File: src/hdl/psfc_pkg.sv
`default_nettype none
package psfc_pkg;

	localparam int unsigned SampleBits = 32;
	localparam int unsigned WidthBits  = 3;
	localparam int unsigned AddrBits   = 5;
	localparam int unsigned DataBits   = 32;

	// register map, one word per register
	typedef enum logic [2:0] {
		REG_SOURCE_WIDTH   = 3'd0,
		REG_SOURCE_FLAG    = 3'd1,
		REG_DEST_WIDTH     = 3'd2,
		REG_DEST_FLAG      = 3'd3,
		REG_SCALE_24_IN_32 = 3'd4
	} reg_index_t;

	localparam logic [WidthBits-1:0] SourceWidthReset = 3'd2;
	localparam logic [WidthBits-1:0] DestWidthReset   = 3'd2;

	// format settings handed to the datapath
	typedef struct packed {
		logic [WidthBits-1:0] source_width;
		logic                 source_flag;
		logic [WidthBits-1:0] dest_width;
		logic                 dest_flag;
		logic                 scale_24_in_32;
	} format_cfg_t;

	// zero maps to one byte, anything above four to four
	function automatic logic [WidthBits-1:0] clamp_width(input logic [WidthBits-1:0] w);
		logic [WidthBits-1:0] r;
		if (w == 3'd0) begin
			r = 3'd1;
		end else if (w > 3'd4) begin
			r = 3'd4;
		end else begin
			r = w;
		end
		return r;
	endfunction

	// keep the low w bytes
	function automatic logic [SampleBits-1:0] mask_bytes(input logic [SampleBits-1:0] v,
			input logic [WidthBits-1:0] w);
		logic [SampleBits-1:0] r;
		case (w)
			3'd1: r = {24'h0, v[7:0]};
			3'd2: r = {16'h0, v[15:0]};
			3'd3: r = {8'h0, v[23:0]};
			default: r = v;
		endcase
		return r;
	endfunction

	// reverse the byte order within the low w bytes
	function automatic logic [SampleBits-1:0] reverse_bytes(input logic [SampleBits-1:0] v,
			input logic [WidthBits-1:0] w);
		logic [SampleBits-1:0] r;
		case (w)
			3'd1: r = {24'h0, v[7:0]};
			3'd2: r = {16'h0, v[7:0], v[15:8]};
			3'd3: r = {8'h0, v[7:0], v[15:8], v[23:16]};
			default: r = {v[7:0], v[15:8], v[23:16], v[31:24]};
		endcase
		return r;
	endfunction

endpackage
`default_nettype wire

File: src/hdl/psfc_convert.sv
`default_nettype none
module psfc_convert (
	input  wire psfc_pkg::format_cfg_t cfg,
	input  wire logic [psfc_pkg::SampleBits-1:0] source_sample,
	output logic [psfc_pkg::SampleBits-1:0] dest_sample
);
	import psfc_pkg::*;

	logic [WidthBits-1:0]  sw;
	logic [WidthBits-1:0]  dw;
	logic [WidthBits-1:0]  sw2;
	logic [WidthBits-1:0]  dw2;
	logic [WidthBits-1:0]  grow;
	logic [WidthBits-1:0]  shrink;
	logic [SampleBits-1:0] raw;
	logic [SampleBits-1:0] val;
	logic [SampleBits-1:0] scaled;
	logic [SampleBits-1:0] sized;
	logic [7:0]            quot;
	logic                  src_u8;
	logic                  dst_u8;
	logic                  pass;

	assign sw  = clamp_width(cfg.source_width);
	assign dw  = clamp_width(cfg.dest_width);
	assign raw = mask_bytes(source_sample, sw);

	// copy, byte-swapped where the orders differ, when the formats differ at most in byte order
	assign pass = (sw == dw) && ((cfg.source_flag == cfg.dest_flag) || (dw >= 3'd2));

	assign src_u8 = (sw == 3'd1) && !cfg.source_flag;
	assign dst_u8 = (dw == 3'd1) && !cfg.dest_flag;

	// numeric value of the source, offset-binary bytes widened to 16 bits
	always_comb begin
		if (src_u8) begin
			val = {16'h0, raw[7:0] ^ 8'h80, 8'h00};
			sw2 = 3'd2;
		end else if (sw == 3'd1) begin
			val = raw;
			sw2 = 3'd1;
		end else begin
			val = cfg.source_flag ? reverse_bytes(raw, sw) : raw;
			sw2 = sw;
		end
	end

	// optional x256 on a 4-byte source
	assign scaled = (cfg.scale_24_in_32 && (sw2 == 3'd4)) ? {val[23:0], 8'h00} : val;

	// resize by whole bytes, keeping the top bytes
	assign dw2    = dst_u8 ? 3'd2 : dw;
	assign grow   = dw2 - sw2;
	assign shrink = sw2 - dw2;

	always_comb begin
		if (dw2 > sw2) begin
			sized = mask_bytes(scaled << {grow[1:0], 3'b000}, dw2);
		end else if (sw2 > dw2) begin
			sized = mask_bytes(scaled >> {shrink[1:0], 3'b000}, dw2);
		end else begin
			sized = mask_bytes(scaled, dw2);
		end
	end

	// signed 16-bit divided by 256 toward zero
	assign quot = sized[15:8] + {7'h0, sized[15] & (|sized[7:0])};

	// final byte order or offset-binary encoding
	always_comb begin
		if (pass) begin
			dest_sample = (cfg.source_flag != cfg.dest_flag) ? reverse_bytes(raw, sw) : raw;
		end else if (dst_u8) begin
			dest_sample = {24'h0, quot ^ 8'h80};
		end else if ((dw >= 3'd2) && cfg.dest_flag) begin
			dest_sample = reverse_bytes(sized, dw);
		end else begin
			dest_sample = sized;
		end
	end

endmodule
`default_nettype wire

File: src/hdl/pcm_sample_format_converter_core.sv
`default_nettype none
// a request taken into the input register is converted and shown (done high) from the result register
// throughput: one sample per clock, set by the combinational conversion stage; busy stays low
// the receiver cannot stall, so every result is shown for exactly one cycle
// reset clears the pipeline valid flags and loads the default format: 2-byte little-endian
// in and out, scale off
module pcm_sample_format_converter_core (
	input  wire logic clk,
	input  wire logic arst_n,
	input  wire logic start,
	output logic busy,
	input  wire logic [psfc_pkg::SampleBits-1:0] source_sample,
	input  wire logic final_sample,
	output logic done,
	output logic [psfc_pkg::SampleBits-1:0] dest_sample,
	output logic final_out,
	input  wire logic psel,
	input  wire logic penable,
	input  wire logic pwrite,
	input  wire logic [psfc_pkg::AddrBits-1:0] paddr,
	input  wire logic [psfc_pkg::DataBits-1:0] pwdata,
	output logic [psfc_pkg::DataBits-1:0] prdata,
	output logic pready
);
	import psfc_pkg::*;

	format_cfg_t           cfg_q;
	reg_index_t            reg_sel;
	logic                  wr_en;
	logic                  valid_s1;
	logic [SampleBits-1:0] sample_s1;
	logic                  final_s1;
	logic [SampleBits-1:0] conv;
	logic                  valid_s2;
	logic [SampleBits-1:0] sample_s2;
	logic                  final_s2;

	assign busy   = 1'b0;
	assign pready = 1'b1;

	// register file
	assign reg_sel = reg_index_t'(paddr[AddrBits-1:2]);
	assign wr_en   = psel && penable && pwrite && pready;

	always_ff @(posedge clk or negedge arst_n) begin
		if (!arst_n) begin
			cfg_q.source_width   <= SourceWidthReset;
			cfg_q.source_flag    <= 1'b0;
			cfg_q.dest_width     <= DestWidthReset;
			cfg_q.dest_flag      <= 1'b0;
			cfg_q.scale_24_in_32 <= 1'b0;
		end else if (wr_en) begin
			unique case (reg_sel)
				REG_SOURCE_WIDTH:   cfg_q.source_width   <= pwdata[WidthBits-1:0];
				REG_SOURCE_FLAG:    cfg_q.source_flag    <= pwdata[0];
				REG_DEST_WIDTH:     cfg_q.dest_width     <= pwdata[WidthBits-1:0];
				REG_DEST_FLAG:      cfg_q.dest_flag      <= pwdata[0];
				REG_SCALE_24_IN_32: cfg_q.scale_24_in_32 <= pwdata[0];
				default: ;
			endcase
		end
	end

	// read-back mux
	always_comb begin
		prdata = '0;
		unique case (reg_sel)
			REG_SOURCE_WIDTH:   prdata[WidthBits-1:0] = cfg_q.source_width;
			REG_SOURCE_FLAG:    prdata[0]             = cfg_q.source_flag;
			REG_DEST_WIDTH:     prdata[WidthBits-1:0] = cfg_q.dest_width;
			REG_DEST_FLAG:      prdata[0]             = cfg_q.dest_flag;
			REG_SCALE_24_IN_32: prdata[0]             = cfg_q.scale_24_in_32;
			default: ;
		endcase
	end

	// input register
	always_ff @(posedge clk or negedge arst_n) begin
		if (!arst_n) begin
			valid_s1 <= 1'b0;
		end else begin
			valid_s1 <= start && !busy;
		end
	end

	always_ff @(posedge clk) begin
		if (start && !busy) begin
			sample_s1 <= source_sample;
			final_s1  <= final_sample;
		end
	end

	// conversion datapath
	psfc_convert u_convert (
		.cfg           (cfg_q),
		.source_sample (sample_s1),
		.dest_sample   (conv)
	);

	// result register
	always_ff @(posedge clk or negedge arst_n) begin
		if (!arst_n) begin
			valid_s2 <= 1'b0;
		end else begin
			valid_s2 <= valid_s1;
		end
	end

	always_ff @(posedge clk) begin
		if (valid_s1) begin
			sample_s2 <= conv;
			final_s2  <= final_s1;
		end
	end

	assign done        = valid_s2;
	assign dest_sample = sample_s2;
	assign final_out   = final_s2;

endmodule
`default_nettype wire

File: config.mk
export PLATFORM = sky130hd
export DESIGN_NAME = pcm_sample_format_converter_core
export DESIGN_NICKNAME = d
export VERILOG_FILES = /design/src/hdl/psfc_pkg.sv /design/src/hdl/psfc_convert.sv /design/src/hdl/pcm_sample_format_converter_core.sv
export SDC_FILE = /design/constraint.sdc
export NUM_CORES = 1
export LEC_CHECK = 0
export ABC_AREA = 1
export BUFFER_PORTS_ARGS = -buffer_cell sky130_fd_sc_hd__buf_4
export CORE_ASPECT_RATIO = 0.75
export CORE_MARGIN = 2
export CORE_UTILIZATION = 26
export DETAILED_ROUTE_END_ITERATION = 8
export PLACE_DENSITY = 0.49
export SETUP_SLACK_MARGIN = 0.2
export SLEW_MARGIN = 20
export SYNTH_ARGS = -nofsm -noshare
export SYNTH_HDL_FRONTEND = slang
export SYNTH_SLANG_ARGS = --single-unit
File: constraint.sdc
create_clock -name clk -period 4.2 [get_ports clk]
set_input_delay 1.05 -clock clk [delete_from_list [all_inputs] [get_ports clk]]
set_output_delay 1.05 -clock clk [all_outputs]
set_load 0.05 [all_outputs]
==> impl_results.md <==
- P&R area growth vs syn: 24.78%
- Layout fillers: 3084
- FFs w/ async S/R, synth: between 10 and 15%
- Clk sinks: 77
- Slew Limit Fails: 0
- Setup violators final: 0
- Layout cell share with drive strength beyond 1: 19.67%
- CTS tree: built
- Number of global-route vias before repair: 7876
- Crit end category: flip-flop
- Nets@finish: 1363
- Die width: 199.2 µm
- Cts hold-fix bufs: 0
- Clk buf depth: 2
- Port Buf Inserts: 81
- Max-cap viol count: 0
- Post-synth top flop: edfxtp_1
- HPWL Detailed: 26390 µm
- DR top layer: met4
- Peak Freq: 261.0 MHz
- Worst slew pin tran: 881.8 ps
- CTS H-tree depth: 3
- Pleak: 0.004112 µW
- RSZ-0062 raised after global routing: true
- #FFs+latches synth: 77
- Worst Path Max Fanout: 6
- Buffers & Inverters on Critical Path: 1
- Arrival @ worst endpoint: 3940 ps
- Num CTS Buffers: 9
- Hold Crit Class: flip-flop to flip-flop
- N_diodes: 0
- Slew HR: 40.59%
- Avg Cell Area, Syn: 6.403 µm²
- Vias/cell: ~5.3
- Startpoint Class: flip-flop
- Multi-input gate area: around 0.0045 mm²
- First-pass iteration count of the detailed router: 6
- Pwr Density: around 800 mW/mm²
- CP required: 4310 ps
- Yosys top cell area share: 26.66%
- Root Driver: clkbuf_16
- Post-route setup slack: about 370 ps
- Post-layout min period: 3831 ps
- Count of cell types in the netlist: 56
- Routed WL per cell: a little over 20 µm
- First-pass GRT wire length: 49920 µm
- Die height: 150.4 µm
- Initial antenna violation count: 1
- Mapped Cells: roughly 1200
- Setup TNS: 0 ps
- Status: completed
- Drt first-iter violations: 1223
- Synth top area cells: edfxtp_1 27%, nand2_1 17%, nand3_1 10%, o21ai_0 5.3%, a21oi_1 4.9%
- Final Skew: 9.535 ps
- Critical path's most frequent cell: nand2_1
- Post-synth EDFFs: 66
- Largest net degree at the start of global routing: 38
- # IOs: 144
- GRT overflow: 0
- Core area: around 0.028 mm²
- Yosys warning count: 0
- GP Congestion: 1.006
- WL met1: 15850 µm
- Tot GR Track Use: 22.79%
- Critical path type: flip-flop to flip-flop
- Die ar.: 0.02997 mm²
- Max stage delay on crit path: ~590 ps
- Met3 WL post-DR: 4027 µm
- Crit-path leading delay family: simple AND/OR/NAND/NOR gates
- Detailed-route DRC error count: 0
- Cell Area, Synth: about 0.0074 mm²
- Clock-pin slew on the worst setup and hold paths: ~60 ps
- Cell row count: 53
- Cell accounting for the most synthesized area: edfxtp_1
- ANT nets after route: 0
- Peak supply drop: 246.3 µV
- Dpl ws: ~180 ps
- Register area share after synthesis: 30.40%
- Initial core utilization: 26.50%
- Crit-path slowest cell: dfstp_2
- Routed vias: 8862
- Reg area: between 0.002 and 0.0025 mm²
- Final worst-path cycle share: 91.21%
- DRT Wirelength: 33880 µm
- Clk_lat worst skew: 360 ps
- Wire length on met2: 13350 µm
- Hold violation count in the final report: 0
## stage by stage
step / power, µW / utilization [%] / hold slack, ps / std cells / instance area (µm²)
2_1_floorplan: 4218 / - / 400.3 / 1190 / 7560
3_3_place_gp: 6040 / 30.91 / 402.6 / 1638 / 8671
3_5_place_dp: 6018 / 30.91 / 408.8 / 1638 / 8671
4_1_cts: 6854 / 32.02 / 423.3 / 1654 / 8982
5_1_grt: 7751 / 33.07 / 430.3 / 1671 / 9275
6_report: 7333 / 33.07 / 411.7 / 1671 / 9275
## timing repair
action,in CTS,in global routing
pin swaps,0,10
setup endpoints to repair,1,7
hold endpoints to repair,0,0
buffers inserted,0,17
resized for setup,2,44
## metal layers
metal  vias to the layer above  global-route usage [%]
met4                         0                   6.231
met3                        47                   6.138
met1                      4167                   34.41
met5                         -                       0
li1                       4122                       -
met2                       526                   31.22
## layout make-up
cell class / instances / area share [%]
multi-input cells: 925 / 48.77
flip-flops and latches: 77 / 24.36
repair buffers: 170 / 14.35
well taps: 385 / 5.194
inverters: 98 / 4.087
clock buffers: 10 / 2.469
clock inverters: 6 / 0.7689
## Yosys cell counts (4+ instances only)
master	n
buf_4	37
inv_1	84
o21ai_1	33
buf_2	11
nor2_1	84
o221ai_1	5
dfrtp_1	9
nor2_2	8
nand4_1	11
buf_1	9
inv_2	10
o21ai_0	79
clkbuf_1	29
o211ai_1	23
ha_1	6
nor2_4	4
nand3_1	150
o31ai_1	5
o22ai_1	17
edfxtp_1	66
nand2_2	10
nor3_1	8
nand2_1	340
a31oi_1	4
a21oi_1	73
## final timing paths
check / from / end / slack, ps / depth (start not counted)
min in group asynchronous: arst_n / cfg_q[6] / 520 / 1
max in group asynchronous: arst_n / cfg_q[3] / 3450 / 1
worst min register to register: valid_s1 / done / 410 / 0
worst max register to register: cfg_q[7] / dest_sample[6] / 370 / 25
worst max-delay path: cfg_q[7] / dest_sample[6] / 370 / 25
worst min-delay path: valid_s1 / done / 410 / 0
## registers in the layout (all words and copies together), names as in the netlist
register and cells:
sample_s1 32, valid_s1 1, final_out 1, cfg_q 9, final_s1 1, dest_sample 32
done 1
## cell families after synthesis
kind of cell             Yosys count  share of synthesized area [%]
AO/OA/AOI/OAI                    260                          20.01
XOR/XNOR                           5                         0.5892
adder cells (fa/ha/maj)            6                          1.010
buffers and inverters            188                          11.97
flip-flops                        77                          30.40
other                              2                         0.1010
AND/OR/NAND/NOR                  623                          35.92
## power breakdown
group	switching [µW]	leakage (µW)	total (µW)	internal, µW
clock network	335	0.000139	799	464
logic	3700	0.00318	5410	1710
registers	77.0	0.000792	1120	1050
## cell usage in the layout, fill, tap and decap left out, types with 3 or more instances in the layout
master,count
o21ai_1,31
a31oi_1,4
nor3_1,8
nor2_1,80
clkinvlp_4,3
o211ai_1,23
nand4_1,11
nor2_4,8
nand2_1,336
inv_1,80
inv_2,13
o21ai_2,4
nor2_2,8
o22ai_1,17
o31ai_1,5
conb_1,31
o21ai_0,77
inv_4,3
ha_1,4
dfrtp_1,9
o21a_1,3
clkbuf_16,9
nand3_1,149
o221ai_1,5
buf_4,161
nand2_2,13
buf_6,6
edfxtp_1,66
a21oi_1,72
Note: power is estimated with default switching activity, not from simulation.
